<file path="config.mk">
export PLATFORM = sky130hd
export DESIGN_NAME = single_wire_sensor_frame_receiver
export DESIGN_NICKNAME = d
export VERILOG_FILES = /design/src/hw/rtl/swsr_pkg.sv /design/src/hw/rtl/swsr_frame_fsm.sv /design/src/hw/rtl/single_wire_sensor_frame_receiver.sv
export SDC_FILE = /design/constraint.sdc
export NUM_CORES = 1
export LEC_CHECK = 0
export BUFFER_PORTS_ARGS = -buffer_cell sky130_fd_sc_hd__buf_4
export CORE_MARGIN = 2
export CORE_UTILIZATION = 52
export CTS_CLUSTER_SIZE = 16
export DETAILED_ROUTE_END_ITERATION = 7
export GPL_ROUTABILITY_DRIVEN = 0
export PLACE_DENSITY = 0.7
export SKIP_CTS_REPAIR_TIMING = 1
export SLEW_MARGIN = 20
export SYNTH_ARGS = -nofsm -noshare
export SYNTH_HDL_FRONTEND = slang
export SYNTH_SLANG_ARGS = --single-unit
</file>
<file path="constraint.sdc">
create_clock -name clk -period 6.5 [get_ports clk]
set_input_delay 0.325 -clock clk [delete_from_list [all_inputs] [get_ports clk]]
set_output_delay 0.325 -clock clk [all_outputs]
set_load 0.03 [all_outputs]
</file>
<file path="src/hw/rtl/swsr_pkg.sv">
// shared types and constants for the single-wire sensor frame receiver
package swsr_pkg;

    localparam int FRAME_BITS   = 40;
    localparam int BITS_LEFT_W  = 6;
    localparam int CFG_INDEX_W  = 3;
    localparam int CFG_DATA_W   = 16;
    localparam int READING_W    = 32;

    // configuration register indexes
    localparam logic [CFG_INDEX_W-1:0] CFG_START_LOW_TICKS  = 3'd0;
    localparam logic [CFG_INDEX_W-1:0] CFG_PHASE_TIMEOUT    = 3'd1;
    localparam logic [CFG_INDEX_W-1:0] CFG_BIT_LOW_TIMEOUT  = 3'd2;
    localparam logic [CFG_INDEX_W-1:0] CFG_MIN_RESPONSE_LOW = 3'd3;
    localparam logic [CFG_INDEX_W-1:0] CFG_ONE_THRESHOLD    = 3'd4;

    // reset values of the configuration registers
    localparam logic [15:0] START_LOW_TICKS_RST  = 16'd18000;
    localparam logic [7:0]  PHASE_TIMEOUT_RST    = 8'd90;
    localparam logic [7:0]  BIT_LOW_TIMEOUT_RST  = 8'd60;
    localparam logic [7:0]  MIN_RESPONSE_LOW_RST = 8'd60;
    localparam logic [7:0]  ONE_THRESHOLD_RST    = 8'd40;

    typedef enum logic [2:0] {
        PH_IDLE      = 3'd0,
        PH_START     = 3'd1,
        PH_RELEASE   = 3'd2,
        PH_ACK       = 3'd3,
        PH_RESP_LOW  = 3'd4,
        PH_RESP_HIGH = 3'd5,
        PH_BIT_LOW   = 3'd6,
        PH_BIT_HIGH  = 3'd7
    } phase_t;

    typedef enum logic [1:0] {
        ST_OK        = 2'd0,
        ST_TIMEOUT   = 2'd1,
        ST_SHORT_ACK = 2'd2,
        ST_CHECKSUM  = 2'd3
    } status_t;

    typedef struct packed {
        logic [15:0] start_low_ticks;
        logic [7:0]  phase_timeout;
        logic [7:0]  bit_low_timeout;
        logic [7:0]  min_response_low;
        logic [7:0]  one_threshold;
    } cfg_t;

    typedef struct packed {
        logic        drive_low;
        logic        busy_res;
        logic        done_res;
        logic [1:0]  status;
        logic [READING_W-1:0] reading;
    } result_t;

endpackage

</file>
<file path="src/hw/rtl/swsr_frame_fsm.sv">
// exchange sequencer: phase timing, bit decode, checksum and stored reading
module swsr_frame_fsm
    import swsr_pkg::*;
#(
    parameter int TICK_COUNTER_WIDTH = 16
)
(
    input  logic    clk,
    input  logic    rst_n,
    input  logic    step,
    input  logic    req_type,
    input  logic    line_level,
    input  cfg_t    cfg,
    output result_t result
);

    localparam int CMP_W = (TICK_COUNTER_WIDTH > 16) ? TICK_COUNTER_WIDTH : 16;

    phase_t                        phase_reg, phase_next;
    logic [TICK_COUNTER_WIDTH-1:0] elapsed_reg, elapsed_next;
    logic [BITS_LEFT_W-1:0]        bits_left_reg, bits_left_next;
    logic [FRAME_BITS-1:0]         frame_reg, frame_next;
    logic [READING_W-1:0]          reading_reg, reading_next;
    logic [1:0]                    status_reg, status_next;
    logic                          done_next;

    always_comb
    begin
        logic [TICK_COUNTER_WIDTH-1:0] cnt;
        logic [CMP_W-1:0]              cnt_w;
        logic                          wait_level;
        logic                          timeout;
        logic                          bit_val;
        logic [7:0]                    sum;

        phase_next     = phase_reg;
        elapsed_next   = elapsed_reg;
        bits_left_next = bits_left_reg;
        frame_next     = frame_reg;
        reading_next   = reading_reg;
        status_next    = status_reg;
        done_next      = 1'b0;
        cnt            = elapsed_reg;
        cnt_w          = '0;
        wait_level     = 1'b0;
        timeout        = 1'b0;
        bit_val        = 1'b0;
        sum            = '0;

        if (step && !req_type && phase_reg == PH_START) begin
            if (elapsed_reg != '1)
                cnt = elapsed_reg + 1'b1;
            elapsed_next = cnt;
            if (CMP_W'(cnt) >= CMP_W'(cfg.start_low_ticks)) begin
                phase_next   = PH_RELEASE;
                elapsed_next = '0;
            end
        end else if (step && !req_type && phase_reg != PH_IDLE) begin
            wait_level = (phase_reg == PH_ACK) || (phase_reg == PH_RESP_HIGH)
                      || (phase_reg == PH_BIT_HIGH);
            if (line_level != wait_level) begin
                // level change ends this phase and opens the next one
                cnt = '0;
                case (phase_reg)
                    PH_RELEASE:   phase_next = PH_ACK;
                    PH_ACK:       phase_next = PH_RESP_LOW;
                    PH_RESP_LOW:
                    begin
                        if (CMP_W'(elapsed_reg) < CMP_W'(cfg.min_response_low)) begin
                            status_next = ST_SHORT_ACK;
                            done_next   = 1'b1;
                        end else begin
                            phase_next = PH_RESP_HIGH;
                        end
                    end
                    PH_RESP_HIGH:
                    begin
                        phase_next     = PH_BIT_LOW;
                        bits_left_next = BITS_LEFT_W'(FRAME_BITS);
                        frame_next     = '0;
                    end
                    PH_BIT_LOW:   phase_next = PH_BIT_HIGH;
                    PH_BIT_HIGH:
                    begin
                        bit_val        = !(CMP_W'(elapsed_reg) < CMP_W'(cfg.one_threshold));
                        frame_next     = {frame_reg[FRAME_BITS-2:0], bit_val};
                        bits_left_next = bits_left_reg - 1'b1;
                        if (bits_left_next == '0) begin
                            sum = frame_next[39:32] + frame_next[31:24]
                                + frame_next[23:16] + frame_next[15:8];
                            if (sum == frame_next[7:0]) begin
                                reading_next = frame_next[39:8];
                                status_next  = ST_OK;
                            end else begin
                                status_next  = ST_CHECKSUM;
                            end
                            done_next = 1'b1;
                        end else begin
                            phase_next = PH_BIT_LOW;
                        end
                    end
                    default:      phase_next = phase_reg;
                endcase
            end
            if (done_next) begin
                phase_next   = PH_IDLE;
                elapsed_next = '0;
            end else begin
                if (cnt != '1)
                    cnt = cnt + 1'b1;
                cnt_w = CMP_W'(cnt);
                case (phase_next)
                    PH_RESP_LOW: timeout = cnt_w >= CMP_W'(cfg.phase_timeout);
                    PH_BIT_LOW:  timeout = cnt_w >  CMP_W'(cfg.bit_low_timeout);
                    default:     timeout = cnt_w >  CMP_W'(cfg.phase_timeout);
                endcase
                if (timeout) begin
                    status_next  = ST_TIMEOUT;
                    phase_next   = PH_IDLE;
                    elapsed_next = '0;
                    done_next    = 1'b1;
                end else begin
                    elapsed_next = cnt;
                end
            end
        end else if (step && req_type && phase_reg == PH_IDLE) begin
            phase_next   = PH_START;
            elapsed_next = '0;
        end
    end

    always_comb
    begin
        result.drive_low = (phase_next == PH_START);
        result.busy_res  = (phase_next != PH_IDLE);
        result.done_res  = done_next;
        result.status    = status_next;
        result.reading   = reading_next;
    end

    always_ff @(posedge clk or negedge rst_n)
    begin
        if (!rst_n) begin
            phase_reg     <= PH_IDLE;
            elapsed_reg   <= '0;
            bits_left_reg <= '0;
            reading_reg   <= '0;
            status_reg    <= '0;
        end else begin
            phase_reg     <= phase_next;
            elapsed_reg   <= elapsed_next;
            bits_left_reg <= bits_left_next;
            reading_reg   <= reading_next;
            status_reg    <= status_next;
        end
    end

    always_ff @(posedge clk)
    begin
        frame_reg <= frame_next;
    end

endmodule

</file>
<file path="src/hw/rtl/single_wire_sensor_frame_receiver.sv">
// top level of the single-wire sensor frame receiver: handshake, config and result registers
//
// host side of a single-wire humidity/temperature sensor exchange. each input word is either
// a one-microsecond tick carrying the sampled wire level (req_type 0) or a start request
// (req_type 1, taken only when idle). a start holds the wire low (drive_low) for
// start_low_ticks ticks, then the block times the sensor's acknowledge, response low/high
// and 40 data bits; a high pulse of one_threshold ticks or more is a one, msb first. the
// fifth byte must equal the low 8 bits of the sum of the first four. every input word gives
// exactly one result word: drive_low, busy_res, done_res (set on the word that ends an
// exchange), status of the last finished exchange and the four bytes of the last good frame.
// a word is registered on entry in the input register, evaluated against the sequencer state
// and lands in the output register; the sequencer update is one short combinational pass, so
// one word is taken every cycle while the output is not stalled. when a result waits in the
// output register the input register still takes one more word, then in_stall holds the
// upstream until the output register is taken. configuration is written through
// cfg_we/cfg_index/cfg_data, by the user only while idle; the block does not enforce it.
module single_wire_sensor_frame_receiver
    import swsr_pkg::*;
#(
    parameter int TICK_COUNTER_WIDTH = 16
)
(
    input  logic                   clk,
    input  logic                   rst_n,
    // input channel
    input  logic                   in_valid,
    output logic                   in_stall,
    input  logic                   req_type,
    input  logic                   line_level,
    // output channel
    output logic                   out_valid,
    input  logic                   out_stall,
    output logic                   drive_low,
    output logic                   busy_res,
    output logic                   done_res,
    output logic [1:0]             status,
    output logic [7:0]             humidity_int,
    output logic [7:0]             humidity_frac,
    output logic [7:0]             temp_int,
    output logic [7:0]             temp_frac,
    // configuration write port
    input  logic                   cfg_we,
    input  logic [CFG_INDEX_W-1:0] cfg_index,
    input  logic [CFG_DATA_W-1:0]  cfg_data
);

    cfg_t    cfg_reg;
    logic    s1_valid_reg;
    logic    s1_req_reg;
    logic    s1_line_reg;
    logic    out_valid_reg;
    result_t out_reg;
    result_t result;
    logic    advance;
    logic    in_take;

    // output register frees up when empty or being taken this cycle
    assign advance  = !out_valid_reg || !out_stall;
    // input register frees up when empty or moving forward
    assign in_stall = s1_valid_reg && !advance;
    assign in_take  = in_valid && !in_stall;

    // configuration registers
    always_ff @(posedge clk or negedge rst_n)
    begin
        if (!rst_n) begin
            cfg_reg.start_low_ticks  <= START_LOW_TICKS_RST;
            cfg_reg.phase_timeout    <= PHASE_TIMEOUT_RST;
            cfg_reg.bit_low_timeout  <= BIT_LOW_TIMEOUT_RST;
            cfg_reg.min_response_low <= MIN_RESPONSE_LOW_RST;
            cfg_reg.one_threshold    <= ONE_THRESHOLD_RST;
        end else if (cfg_we) begin
            case (cfg_index)
                CFG_START_LOW_TICKS:  cfg_reg.start_low_ticks  <= cfg_data;
                CFG_PHASE_TIMEOUT:    cfg_reg.phase_timeout    <= cfg_data[7:0];
                CFG_BIT_LOW_TIMEOUT:  cfg_reg.bit_low_timeout  <= cfg_data[7:0];
                CFG_MIN_RESPONSE_LOW: cfg_reg.min_response_low <= cfg_data[7:0];
                CFG_ONE_THRESHOLD:    cfg_reg.one_threshold    <= cfg_data[7:0];
                default:              cfg_reg <= cfg_reg;
            endcase
        end
    end

    // input register valid
    always_ff @(posedge clk or negedge rst_n)
    begin
        if (!rst_n)
            s1_valid_reg <= 1'b0;
        else if (in_take)
            s1_valid_reg <= 1'b1;
        else if (advance)
            s1_valid_reg <= 1'b0;
    end

    // input register payload
    always_ff @(posedge clk)
    begin
        if (in_take) begin
            s1_req_reg  <= req_type;
            s1_line_reg <= line_level;
        end
    end

    // sequencer steps once per word moving into the output register
    swsr_frame_fsm #(
        .TICK_COUNTER_WIDTH (TICK_COUNTER_WIDTH)
    ) u_fsm (
        .clk        (clk),
        .rst_n      (rst_n),
        .step       (s1_valid_reg && advance),
        .req_type   (s1_req_reg),
        .line_level (s1_line_reg),
        .cfg        (cfg_reg),
        .result     (result)
    );

    // output register valid
    always_ff @(posedge clk or negedge rst_n)
    begin
        if (!rst_n)
            out_valid_reg <= 1'b0;
        else if (advance)
            out_valid_reg <= s1_valid_reg;
    end

    // output register payload
    always_ff @(posedge clk)
    begin
        if (advance && s1_valid_reg)
            out_reg <= result;
    end

    assign out_valid     = out_valid_reg;
    assign drive_low     = out_reg.drive_low;
    assign busy_res      = out_reg.busy_res;
    assign done_res      = out_reg.done_res;
    assign status        = out_reg.status;
    assign humidity_int  = out_reg.reading[31:24];
    assign humidity_frac = out_reg.reading[23:16];
    assign temp_int      = out_reg.reading[15:8];
    assign temp_frac     = out_reg.reading[7:0];

endmodule

</file>
==> results.sh <==
export IMPL_final_core_util_pct=60.07
export IMPL_ys_ff_latch=187
export IMPL_cts_max_path_buffers=2
export IMPL_irDropWorstVdd_uv=210.2
export IMPL_drive_above_1_share_pct=18.65
export IMPL_grt_max_degree=57
export IMPL_root_buffer="clkbuf_16"
export IMPL_grt_use_met3_pct=3.668
export IMPL_numCtsBuffers=17
export IMPL_clock_sinks=187
export IMPL_ys_async_sr_fraction_pct=58.29
export IMPL_synthXorXnorAreaFrac_pct=2.946
export IMPL_status="finished clean"
export IMPL_leakagePower_nw=4.981
export IMPL_wl_per_cell_um=16.72
export IMPL_gr_usage_met1_pct=28.76
export IMPL_worst_slew_margin_rel_pct=37.88
export IMPL_die_area_mm2=0.01990
export IMPL_hold_viol=0
export IMPL_rows=50
export IMPL_grtUsageMet2_pct=36.15
export IMPL_syn_inst=906
export IMPL_crit_fanout=12
export IMPL_syn_mean_instance_area_um2=10.78
export IMPL_synth_compound_area_share_pct=11.28
export IMPL_antenna_found_initial=0
export IMPL_first_global_vias=6409
export IMPL_nets=1060
export IMPL_fin_crit_sh_pct=79.63
export IMPL_netlist_area_mm2=0.009769
export IMPL_grt_pass1_wl_um=33130
export IMPL_yosys_area_top_type="edfxtp_1"
export IMPL_synth_edff_count=78
export IMPL_synthMostInstantiatedCell="nand2_1"
export IMPL_cp_arrival_ns=5.44
export IMPL_place_area_mm2=0.01049
export IMPL_cap_violations=0
export IMPL_h_tree_depth=4
export IMPL_synthMuxAreaShare_pct=3.906
export IMPL_synth_warnings=0
export IMPL_clk_pin_slew_worst_paths_ns=0.08
export IMPL_die_w_um=141.1
export IMPL_p_total_mw=3.377
export IMPL_drt_iter0_drc=492
export IMPL_portBuffers=64
export IMPL_synthTopCellsByCount="nand2_1, dfrtp_1, edfxtp_1, o21ai_0, inv_1"
export IMPL_hold_path_class="input pin to flop"
export IMPL_period_needed_ns=5.176
export IMPL_critPathKind="flop to flop"
export IMPL_grt_overflow_total=0
export IMPL_finalSetupViolCount=0
export IMPL_io_pins=65
export IMPL_tightest_slew_ns=0.9233
export IMPL_finalWirelength_um=20240
export IMPL_cellPowerDensity_mw_per_mm2=302.6
export IMPL_synth_top_family_by_area="simple AND/OR/NAND/NOR gates"
export IMPL_synth_distinct_cells=69
export IMPL_core_mm2=0.01858
export IMPL_stdcell_area_mm2=0.01116
export IMPL_synth_ff_type="dfrtp_1"
export IMPL_cts_tree="built"
export IMPL_vias=6727
export IMPL_fin_skew_ns=0.01577
export IMPL_synth_yosys_seq_area_share_pct=52.14
export IMPL_synth_simple_area_share_pct=15.16
export IMPL_dr_pass1_iters=5
export IMPL_synthToLayoutAreaGrowth_pct=14.24
export IMPL_grt_busiest_layer="met2"
export IMPL_cp_end_kind="flop"
export IMPL_worstPathRequired_ns=6.76
export IMPL_largest_reg_flops=48
export IMPL_start_kind="flop"
export IMPL_drc=0
export IMPL_dp_hpwl_um=14400
export IMPL_rsz0062_at_grt="no"
export IMPL_initial_core_util_pct=52.58
export IMPL_antenna_cells=0
export IMPL_timing_fmax_ghz=0.1932
export IMPL_setup_tns_ns=0
export IMPL_synth_fa_ha_area_share_pct=10.17
export IMPL_grtUsageTotal_pct=21.43
export IMPL_synth_top_area_share_pct=23.98
export IMPL_avgViaCountPerCell=5.560
export IMPL_ant_nets=0
export IMPL_synth_fp_nets=1003
export IMPL_synth_area_leaders="edfxtp_1, dfrtp_1, ha_1"
export IMPL_fp_dieH_um=141.1
export IMPL_slew_viol_final=0
export IMPL_clock_latency_ns=0.44
-- stage by stage --
stage | setup WS (ns) | hold WS [ns] | std cells
2_1_floorplan | 1.202 | 0.02941 | 906
3_3_place_gp | 1.535 | 0.4441 | 1177
3_5_place_dp | 1.429 | 0.4392 | 1177
4_1_cts | 1.385 | -0.04084 | 1209
5_1_grt | 0.8055 | 0.04543 | 1210
6_report | 1.324 | 0.06441 | 1210
-- cell families after synthesis --
logic type / Yosys count
XOR/XNOR: 32
multiplexers: 34
adder cells (fa/ha/maj): 71
AND/OR/NAND/NOR: 294
AO/OA/AOI/OAI: 178
flip-flops: 187
buffers and inverters: 110
-- worst max-delay path, stage by stage, from the launching register on --
cell and delay (ns):
dfrtp_1 0.52, o21ai_0 0.37, xor2_1 0.43, and2_1 0.20, ha_1 0.18, nand3_1 0.24
nor4_4 0.58, nor3_1 0.10, nor3_1 0.38, ha_1 0.34, nand2_1 0.07, nor2_1 0.04
a211oi_1 0.19, o21ai_0 0.13, a221o_1 0.37, a311oi_2 0.26, buf_4 0.23, a31oi_1 0.13
a211oi_1 0.23
-- area by class of cell --
type                            instances  area [µm²]
Clock inverter                         15       232.7
Multi-Input combinational cell        609        4277
Sequential cell                       187        5094
Tap cell                              234       292.8
Clock buffer                           17       425.4
Inverter                               73       274.0
Fill cell                            1542        7420
Timing Repair Buffer                   75       565.5
-- power breakdown --
part,switching (mW),leakage (nW),internal [mW]
clock,0.546,0.315,0.575
sequential,0.118,2.18,1.37
combinational,0.455,2.49,0.313
-- cells in the final DEF (no fill, tap or decap), types with 16 or more instances in the layout --
| master | count |
|---|---|
| nand2_1 | 92 |
| dfrtp_1 | 90 |
| edfxtp_1 | 78 |
| o21ai_0 | 74 |
| buf_4 | 74 |
| inv_1 | 73 |
| nor2_1 | 60 |
| ha_1 | 57 |
| a21oi_1 | 33 |
| mux2_2 | 33 |
| and2_1 | 32 |
| nand3_1 | 32 |
| xnor2_1 | 21 |
| dfstp_2 | 19 |
| clkbuf_16 | 17 |
| nor3_1 | 16 |
-- metal layers --
layer / vias up / routed length, µm
met5: - / 0
met4: 0 / 249
met3: 18 / 773
met2: 163 / 10210
met1: 3246 / 9007
li1: 3300 / -
-- final timing paths --
check                                   start               endpoint  slack [ns]  cells after the start
setup / recovery           u_fsm.phase_reg[2]              drive_low        1.32                     18
hold / removal                       req_type             s1_req_reg        0.06                      1
setup reg to reg           u_fsm.phase_reg[2]              drive_low        1.32                     18
hold reg to reg                  s1_valid_reg              out_valid        0.48                      1
max in group asynchronous               rst_n            cfg_reg[44]        4.83                      3
min in group asynchronous               rst_n  u_fsm.reading_reg[18]        0.46                      2
Power figures use the tool's default switching activity.
